## src/hw/rtl/c3e_pkg.sv

```systemverilog
`timescale 1ns / 1ps

package c3e_pkg;

    localparam int MAX_WIDTH  = 1024;
    localparam int MAX_HEIGHT = 1024;
    localparam int PIX_W      = 8;
    localparam int COL_W      = $clog2(MAX_WIDTH);
    localparam int ROW_W      = 10;
    localparam int DIM_W      = 11;
    localparam int SUM_W      = 12;

    localparam logic [DIM_W-1:0] DIM_MIN    = DIM_W'(3);
    localparam logic [DIM_W-1:0] WIDTH_MAX  = DIM_W'(MAX_WIDTH);
    localparam logic [DIM_W-1:0] HEIGHT_MAX = DIM_W'(MAX_HEIGHT);
    localparam logic [DIM_W-1:0] WIDTH_RST  = DIM_W'(640);
    localparam logic [DIM_W-1:0] HEIGHT_RST = DIM_W'(480);

    // configuration register indexes
    localparam logic REG_IMAGE_WIDTH  = 1'b0;
    localparam logic REG_IMAGE_HEIGHT = 1'b1;

    typedef logic [PIX_W-1:0] pix_t;

    // one window column, top row first
    typedef struct packed {
        pix_t top;
        pix_t mid;
        pix_t bot;
    } col_t;

    // one line buffer entry: the two stored rows at one column
    typedef struct packed {
        pix_t upper;
        pix_t middle;
    } lb_t;

    function automatic logic [DIM_W-1:0] sat_dim(
        input logic [DIM_W-1:0] v,
        input logic [DIM_W-1:0] hi
    );
        logic [DIM_W-1:0] r;
        if (v < DIM_MIN) r = DIM_MIN;
        else if (v > hi) r = hi;
        else r = v;
        return r;
    endfunction

    // emboss kernel {-2,-1,0; -1,1,1; 0,1,2}, clamped to 0..255
    function automatic pix_t emboss(
        input col_t c2,
        input col_t c1,
        input pix_t mid,
        input pix_t pix
    );
        logic signed [SUM_W-1:0] s;
        pix_t r;
        s = -(SUM_W'(c2.top) <<< 1) - SUM_W'(c1.top) - SUM_W'(c2.mid)
            + SUM_W'(c1.mid) + SUM_W'(mid) + SUM_W'(c1.bot) + (SUM_W'(pix) <<< 1);
        if (s < 0) r = '0;
        else if (s > SUM_W'(255)) r = 8'd255;
        else r = s[PIX_W-1:0];
        return r;
    endfunction

endpackage

```

## src/hw/rtl/c3e_cell.sv

```systemverilog
`timescale 1ns / 1ps

module c3e_cell (
    input  logic          aclk,
    input  logic          aresetn,
    input  logic          shift_en,
    input  c3e_pkg::col_t col_in,
    output c3e_pkg::col_t col_out
);
    import c3e_pkg::*;

    col_t col_reg;
    col_t col_next;

    always_comb begin
        col_next = shift_en ? col_in : col_reg;
    end

    always_ff @(posedge aclk) begin
        if (!aresetn) begin
            col_reg <= '0;
        end else begin
            col_reg <= col_next;
        end
    end

    assign col_out = col_reg;

endmodule

```

## config.mk

```make
export PLATFORM = sky130hd
export DESIGN_NAME = c3e_cell
export DESIGN_NICKNAME = d
export VERILOG_FILES = /design/src/hw/rtl/c3e_pkg.sv /design/src/hw/rtl/c3e_cell.sv
export SDC_FILE = /design/constraint.sdc
export NUM_CORES = 1
export LEC_CHECK = 0
export BUFFER_PORTS_ARGS = -buffer_cell sky130_fd_sc_hd__buf_4
export CAP_MARGIN = 20
export CELL_PAD_IN_SITES_DETAIL_PLACEMENT = 1
export CELL_PAD_IN_SITES_GLOBAL_PLACEMENT = 1
export CORE_ASPECT_RATIO = 1.2
export CORE_MARGIN = 2
export CORE_UTILIZATION = 28
export DETAILED_ROUTE_END_ITERATION = 8
export PLACE_DENSITY_LB_ADDON = 0.1
export SYNTH_ARGS = -nofsm -noshare
export SYNTH_HDL_FRONTEND = slang
export SYNTH_SLANG_ARGS = --single-unit
export TNS_END_PERCENT = 50
```

## constraint.sdc

```tcl
create_clock -name aclk -period 0.8 [get_ports aclk]
set_clock_uncertainty 0.05 [all_clocks]
set_input_delay 0.16 -clock aclk [delete_from_list [all_inputs] [get_ports aclk]]
set_output_delay 0.16 -clock aclk [all_outputs]
set_load 0.02 [all_outputs]
```

==> results.sh, run 1 <==
export IMPL_die_area_sq_um=3800
export IMPL_critPathCapture="col_out[6]"
export IMPL_pin_count=51
export IMPL_max_freq_ghz=1.00
export IMPL_outcome="finished with violations"
export IMPL_antenna_cells=0
export IMPL_cp_depth=1
export IMPL_synth_area_top_cells="dfxtp_1, mux2i_1, nor2b_1"
export IMPL_wl_per_cell_um=12.7
export IMPL_avgViaCountPerCell=4.46
export IMPL_whs_ns=0.0483
export IMPL_rsz0062_at_grt="true"
export IMPL_final_max_slew_viol_count=0
export IMPL_cts_sinks=24
export IMPL_area_growth_pct=61.2
export IMPL_nNetsFinal=157
export IMPL_drt_pre_antenna_iters=2
export IMPL_crit_family="flip-flops"
export IMPL_synthDistinctLibCells=6
export IMPL_critPathMaxStageDelay_ns=0.37
export IMPL_synth_top_cell_by_area="dfxtp_1"
export IMPL_p_per_area_nw_per_um2=1670
export IMPL_cp_data_arrival_time_ns=0.79
export IMPL_grt_pass1_vias=772
export IMPL_htree_levels=1
export IMPL_numCtsBuffers=3
export IMPL_rows=22
export IMPL_hold_viol=0
export IMPL_largest_register_ffs=24
export IMPL_ir_drop_mv=0.760
export IMPL_async_flop_share_pct=0
export IMPL_ant_nets=0
export IMPL_r2r_setup_slack_ns=0.02
export IMPL_slowest_stage="dfxtp_2"
export IMPL_max_cap_viol_count=0
export IMPL_cp_startpoint="col_out[6]"
export IMPL_path_clk_slew_ns=0.13
export IMPL_violations="negative setup slack"
export IMPL_p_total_w=0.00250
export IMPL_vias=736
export IMPL_synth_commonest_cells="dfxtp_1, mux2i_1, nor2b_1, buf_12, clkbuf_1"
export IMPL_end_kind="primary output"
export IMPL_coreArea_sq_um=3110
export IMPL_crit_fanout=2
export IMPL_drc=0
export IMPL_syn_nets=104
export IMPL_layout_min_cycle_time_ns=1.00
export IMPL_gr_usage_all_layers_pct=11.5
export IMPL_die_w_um=56.6
export IMPL_routabilityCongestion=0.613
export IMPL_critPathBufInv=1
export IMPL_crit_type="reg2out"
export IMPL_drt_initial_drc_count=7
export IMPL_routed_wl_um=2100
export IMPL_synth_seq_cells=24
export IMPL_cts_root_buffer="clkbuf_4"
export IMPL_post_place_cells=160
export IMPL_ys_seq_area_share_pct=51.7
export IMPL_synth_top_cell_area_share_pct=51.7
export IMPL_layout_setup_ws_ns=-0.200
export IMPL_initial_core_util_pct=29.9
export IMPL_synthCells=77
export IMPL_layout_drive_gt1_share_pct=62.8
export IMPL_r2r_start="col_out[11]"
export IMPL_antenna_found_initial=0
export IMPL_port_buffers=50
export IMPL_dpl_hpwl_um=1530
export IMPL_hold_class="in2reg"
export IMPL_stdcell_count=165
export IMPL_clockBufferDepth=2
export IMPL_yosysWarnings=0
export IMPL_reg2reg_depth=3
export IMPL_setup_viol=24
export IMPL_die_height_um=67.1
export IMPL_synth_ff_type="dfxtp_1"
export IMPL_worst_pin_slew_ns=0.193
export IMPL_synth_edf_count=0
export IMPL_start_kind="register"
export IMPL_cts_tree="yes"
export IMPL_cts_hold_buf=0
export IMPL_grt_pass1_wl_um=3350
export IMPL_p_leak_nw=0.708
export IMPL_post_route_period_util_pct=125
export IMPL_grt_max_degree=25
export IMPL_rr_endpoint="col_out[11]"
export IMPL_clk_latency_ns=0.31
export IMPL_synth_avg_cell_area_sq_um=12.1
export IMPL_netlist_area_sq_um=930
export IMPL_gr_total_overflow=0
export IMPL_slew_headroom_pct=87.1
export IMPL_required_ns=0.59
export IMPL_path_cells="buf_6"
==> cell usage in the layout, fill, tap and decap left out <==
| master | instances |
|---|---|
| buf_6 | 25 |
| buf_4 | 26 |
| mux2i_1 | 24 |
| clkbuf_4 | 3 |
| buf_12 | 2 |
| nor2b_1 | 24 |
| dfxtp_2 | 24 |
| clkbuf_8 | 1 |
==> worst register-to-register path, cell delays in order (launching register included) <==
cell,delay (ns)
dfxtp_2,0.35
buf_6,0.11
mux2i_1,0.12
nor2b_1,0.06
==> report_power, final <==
part,switching [W],internal [W]
clock,0.000360,0.000278
sequential,0.0000489,0.00128
combinational,0.000217,0.000319
==> worst min path at each step <==
stage                          from          end  cells after the start
after floorplan             aresetn  col_out[15]                      1
after global placement    col_in[6]   col_out[6]                      3
after detailed placement  col_in[5]   col_out[5]                      3
after CTS                 col_in[5]   col_out[5]                      3
after global routing      col_in[5]   col_out[5]                      3
final                     col_in[5]   col_out[5]                      3
==> routing by layer <==
metal,GRT usage [%],vias up,part of all wire [%]
met1,12.7,345,39
met4,5.36,0,1.1
met3,4.08,2,9.6
li1,-,358,-
met5,0,-,0
met2,19.9,31,50
==> stage by stage <==
step                      setup WS (ns)  area [sq um]  TNS (ns)  utilization, %
final                            -0.200          1500     -4.53            48.2
after global routing             -0.254          1500     -5.88            48.2
after CTS                        -0.219          1500     -5.05            48.2
after detailed placement        -0.0748          1330     -1.23            42.8
after global placement          -0.0511          1330    -0.771            42.8
after floorplan                 0.00215           930         0               -
==> repair_timing <==
item / 4_1_cts / 5_1_grt
endpoints found under the setup margin: 24 / 25
gates resized for setup: 49 / 0
pin swaps: 0 / 0
buffers inserted: 1 / 0
==> logic make-up after synthesis <==
family | Yosys count | synth area share (%)
and+or+nand+nor | 24 | 16.2
muxes | 24 | 25.8
DFF | 24 | 51.7
buffers and inverters | 5 | 6.33
==> area by class of cell <==
cell class | instances | area [sq um]
Sequential cell | 24 | 510
Timing Repair Buffer | 53 | 517
Multi-Input combinational cell | 48 | 390
Fill cell | 349 | 1610
Clock buffer | 4 | 36.3
Tap cell | 36 | 45.0
(Power assumes the default switching activity.)
==> inputs of run 2 (changes only) <==
--- a/config.mk
+++ b/config.mk
@@ -14,6 +14,7 @@
 export CORE_UTILIZATION = 28
 export DETAILED_ROUTE_END_ITERATION = 8
 export PLACE_DENSITY_LB_ADDON = 0.1
+export SKIP_CTS_REPAIR_TIMING = 1
 export SYNTH_ARGS = -nofsm -noshare
 export SYNTH_HDL_FRONTEND = slang
 export SYNTH_SLANG_ARGS = --single-unit
==> run 2 against run 1 <==
Effect of this change:
- the flow still finishes with violations (negative setup slack)
- sequential power barely moved
- cell area did not move
- critical path depth did not move
- clock power rose by 1%
- worst setup slack got worse by 0.00078 ns
- combinational power barely moved
- core utilization did not move
- maximum frequency barely moved
- count of clock-buffer cells in the layout did not move
- die area did not move
- via count fell by 0.41%
- critical path type unchanged
==> results.sh, run 2 (synthesis gave the netlist of run 1 again) <==
export IMPL_pin_count=51
export IMPL_routabilityCongestion=0.613
export IMPL_placed_cell_area_sq_um=1330
export IMPL_coreArea_sq_um=3110
export IMPL_fillers=348
export IMPL_worst_pin_slew_ns=0.195
export IMPL_layout_min_cycle_time_ns=1.00
export IMPL_initial_core_util_pct=29.9
export IMPL_gr_total_overflow=0
export IMPL_final_common_cell="buf_4"
export IMPL_routed_wl_um=2110
export IMPL_layout_drive_gt1_share_pct=62.8
export IMPL_die_height_um=67.1
export IMPL_min_path_cells=3
export IMPL_nNetsFinal=157
export IMPL_gr_usage_all_layers_pct=11.2
export IMPL_whs_ns=0.0440
export IMPL_finish_instance_area_sq_um=1500
export IMPL_reg2reg_depth=3
export IMPL_grt_pass1_wl_um=3260
export IMPL_port_buffers=50
export IMPL_drt_pre_antenna_iters=2
export IMPL_cts_tree="yes"
export IMPL_setup_viol=24
export IMPL_path_cells="buf_6"
export IMPL_required_ns=0.59
export IMPL_ant_nets=0
export IMPL_utilization_pct=48.2
export IMPL_area_growth_pct=61.2
export IMPL_max_freq_ghz=0.999
export IMPL_vias=733
export IMPL_min_to="col_out[5]"
export IMPL_ir_drop_mv=0.771
export IMPL_cts_root_buffer="clkbuf_4"
export IMPL_use_met2_pct=18.3
export IMPL_htree_levels=1
export IMPL_layout_setup_ws_ns=-0.201
export IMPL_met3_usage_pct=4.27
export IMPL_die_area_sq_um=3800
export IMPL_die_w_um=56.6
export IMPL_avgViaCountPerCell=4.44
export IMPL_final_cell_mix="buf_4, buf_6, mux2i_1, nor2b_1, dfxtp_2"
export IMPL_rr_endpoint="col_out[11]"
export IMPL_p_per_area_nw_per_um2=1670
export IMPL_crit_fanout=2
export IMPL_wl_per_cell_um=12.8
export IMPL_start_kind="register"
export IMPL_grt_max_degree=25
export IMPL_clk_latency_ns=0.31
export IMPL_grt_pass1_vias=747
export IMPL_end_kind="primary output"
export IMPL_grtUsageMet1_pct=12.8
export IMPL_r2r_setup_slack_ns=0.02
export IMPL_multi_input_area_sq_um=390
export IMPL_r2r_start="col_out[11]"
export IMPL_critPathMaxStageDelay_ns=0.37
export IMPL_final_max_slew_viol_count=0
export IMPL_antenna_found_initial=0
export IMPL_rows=22
export IMPL_crit_family="flip-flops"
export IMPL_path_clk_slew_ns=0.13
export IMPL_antenna_cells=0
export IMPL_slew_headroom_pct=87.0
export IMPL_rsz0062_at_grt="true"
export IMPL_seq_area_sq_um=510
export IMPL_dpl_hpwl_um=1530
export IMPL_drt_initial_drc_count=5
export IMPL_hold_class="in2reg"
export IMPL_max_cap_viol_count=0
export IMPL_crit_type="reg2out"
export IMPL_slowest_stage="dfxtp_2"
export IMPL_p_leak_nw=0.708
export IMPL_largest_register_ffs=24
export IMPL_gr_max_usage_layer="met2"
export IMPL_violations="negative setup slack"
export IMPL_hold_viol=0
export IMPL_post_route_period_util_pct=125
export IMPL_cp_data_arrival_time_ns=0.79
export IMPL_numCtsBuffers=3
export IMPL_outcome="finished with violations"
export IMPL_drc=0
export IMPL_cts_sinks=24
export IMPL_hold_start="col_in[5]"
export IMPL_critPathBufInv=1
export IMPL_clockBufferDepth=2
-- run 2: cell counts in the layout (fill, tap and decap cells not counted) --
Identical to the previous run, type by type.
-- run 2: worst max-delay path by stage --
stage	startpoint	end	slack (ns)	depth (start not counted)
final	col_out[11]	col_out[11]	-0.20	1
after global routing	col_out[18]	col_out[18]	-0.25	1
after CTS	col_out[6]	col_out[6]	-0.26	1
after detailed placement	shift_en	col_out[11]	-0.07	4
after global placement	shift_en	col_out[4]	-0.05	4
after floorplan	shift_en	col_out[0]	0.002	4
-- run 2: through the flow --
stage / setup TNS [ns] / power [W] / cells / worst slack [ns]
finish: -4.60 / 0.00251 / 165 / -0.201
detailed placement: -1.23 / 0.00183 / 160 / -0.0748
CTS: -5.75 / 0.00248 / 164 / -0.257
global route: -5.87 / 0.00266 / 165 / -0.255
global placement: -0.771 / 0.00181 / 160 / -0.0511
floorplan: 0 / 0.00159 / 77 / 0.00215
-- run 2: layer usage --
layer  vias up  wire length [um]  share of wire, %
li1        355                 -                 -
met1       345               853                40
met2        31              1030                49
met3         2               206               9.7
met4         0                23               1.1
met5         -                 0                 0
-- run 2: area by class of cell --
class                   instances  area share [%]
repair buffers                 53            34.5
flip-flops and latches         24            34.1
multi-input cells              48            26.0
well taps                      36            3.01
clock buffers                   4            2.42
-- run 2: worst register-to-register path, stage by stage, from the launching register on --
cell and delay [ns]:
dfxtp_2 0.35, buf_6 0.11, mux2i_1 0.12, nor2b_1 0.06
-- run 2: power breakdown --
group / switching [W] / leakage (nW) / internal (W) / total [W]
Combinational: 0.000217 / 0.480 / 0.000319 / 0.000536
Clock: 0.000366 / 0.0210 / 0.000278 / 0.000644
Sequential: 0.0000491 / 0.207 / 0.00128 / 0.00133
==> inputs of run 3 (changes only) <==
==> constraint.sdc (replaced) <==
create_clock -name aclk -period 0.8 [get_ports aclk]
set_clock_uncertainty 0.05 [all_clocks]
set_input_delay 0.12 -clock aclk [delete_from_list [all_inputs] [get_ports aclk]]
set_output_delay 0.12 -clock aclk [all_outputs]
set_load 0.02 [all_outputs]
==> run 3 against run 2 <==
Effect of this change:
- the run still ends with negative setup slack left
- clock power barely moved
- count of clock-buffer cells in the layout did not move
- hold slack got worse by 0.035 ns
- power rose by 0.29%
- register-to-register slack barely moved
- sequential cell count did not move
- via count rose by 1.2%
- die area did not move
- critical endpoint is now col_out[9]
- largest power group unchanged
==> results.sh, run 3 (synthesis gave the netlist of run 1 again) <==
export IMPL_cp_data_arrival_time_ns=0.79
export IMPL_p_total_w=0.00252
export IMPL_final_max_slew_viol_count=0
export IMPL_grt_max_degree=25
export IMPL_antenna_cells=0
export IMPL_gr_total_overflow=0
export IMPL_cts_sinks=24
export IMPL_pin_count=51
export IMPL_final_common_cell="buf_4"
export IMPL_crit_family="flip-flops"
export IMPL_clk_latency_ns=0.31
export IMPL_slew_headroom_pct=86.9
export IMPL_vias=742
export IMPL_grt_pass1_wl_um=3260
export IMPL_post_route_period_util_pct=120
export IMPL_path_cells="buf_6"
export IMPL_placed_cell_area_sq_um=1330
export IMPL_finalSetupTns_ns=-3.63
export IMPL_numCtsBuffers=3
export IMPL_crit_type="reg2out"
export IMPL_max_cap_viol_count=0
export IMPL_setup_viol=25
export IMPL_final_cell_mix="buf_4, buf_6, mux2i_1, nor2b_1, dfxtp_2"
export IMPL_fillers=347
export IMPL_die_w_um=56.6
export IMPL_required_ns=0.63
export IMPL_p_leak_nw=0.716
export IMPL_htree_levels=1
export IMPL_nNetsFinal=159
export IMPL_grt_pass1_vias=747
export IMPL_finish_instance_area_sq_um=1520
export IMPL_critPathMaxStageDelay_ns=0.37
export IMPL_path_clk_slew_ns=0.13
export IMPL_hold_viol=0
export IMPL_drc=0
export IMPL_die_area_sq_um=3800
export IMPL_routed_wl_um=2140
export IMPL_die_height_um=67.1
export IMPL_drt_initial_drc_count=7
export IMPL_cts_root_buffer="clkbuf_4"
export IMPL_post_place_cells=160
export IMPL_layout_setup_ws_ns=-0.163
export IMPL_start_kind="register"
export IMPL_outcome="finished with violations"
export IMPL_cts_tree="yes"
export IMPL_slowest_stage="dfxtp_2"
export IMPL_dr_wl_met2_um=1050
export IMPL_violations="negative setup slack"
export IMPL_rsz0062_at_grt="true"
export IMPL_area_growth_pct=63.4
export IMPL_dpl_hpwl_um=1530
export IMPL_largest_register_ffs=24
export IMPL_worst_pin_slew_ns=0.196
export IMPL_crit_fanout=2
export IMPL_layout_min_cycle_time_ns=0.963
export IMPL_stdcell_count=167
export IMPL_layout_drive_gt1_share_pct=61.8
export IMPL_ir_drop_mv=0.771
export IMPL_highest_layer="met4"
export IMPL_ant_nets=0
export IMPL_end_kind="primary output"
export IMPL_initial_core_util_pct=29.9
export IMPL_met1_length_um=859
export IMPL_hold_class="in2reg"
export IMPL_rows=22
export IMPL_gr_usage_all_layers_pct=11.2
export IMPL_drt_pre_antenna_iters=4
export IMPL_coreArea_sq_um=3110
export IMPL_max_freq_ghz=1.04
export IMPL_critPathBufInv=1
export IMPL_routabilityCongestion=0.613
export IMPL_port_buffers=50
export IMPL_p_per_area_nw_per_um2=1660
export IMPL_avgViaCountPerCell=4.44
export IMPL_antenna_found_initial=0
export IMPL_clockBufferDepth=2
export IMPL_wl_met3_um=206
export IMPL_wl_per_cell_um=12.8
[run 3: changes by cell type in the layout (fill, tap and decap cells not counted), sizes merged]
| cell | delta |
|---|---|
| dlygate4sd3 | +2 |
[run 3: where the power goes]
group	switching (W)	internal, W	leakage, nW
clock	0.000365	0.000278	0.0210
sequential	0.0000494	0.00128	0.207
combinational	0.000219	0.000326	0.488
total	0.000633	0.00188	0.716
[run 3: layout make-up]
| cell class | instances | area (sq um) | share of cell area, % |
|---|---|---|---|
| clock buffer | 4 | 36.3 | 2.39 |
| timing repair buffer | 55 | 537 | 35.3 |
| sequential | 24 | 510 | 33.6 |
| multi-input combinational | 48 | 390 | 25.7 |
| tap | 36 | 45.0 | 2.97 |
[run 3: path summary, 6_finish.rpt]
check              start  slack, ns           to  cells after the start
max           col_out[9]      -0.16   col_out[9]                      1
min           col_in[13]      0.009  col_out[13]                      3
max reg2reg  col_out[11]       0.02  col_out[11]                      3
min reg2reg  col_out[16]       0.49  col_out[16]                      2
[run 3: stage by stage]
step	setup slack (ns)	hold WS [ns]	utilization [%]
floorplan	0.0421	0.198	-
global placement	-0.0111	0.328	42.8
detailed placement	-0.0348	0.335	42.8
CTS	-0.217	-0.00703	44.0
global route	-0.215	-0.00139	48.8
finish	-0.163	0.00925	48.8
[run 3: worst register-to-register path, stage by stage, from the launching register on]
cell,delay [ns]
dfxtp_2,0.35
buf_6,0.11
mux2i_1,0.12
nor2b_1,0.06
[run 3: layer usage]
metal	vias to the layer above	track usage (%)
met5	-	0
met1	350	12.8
met2	31	18.3
met3	2	4.27
li1	359	-
met4	0	5.36
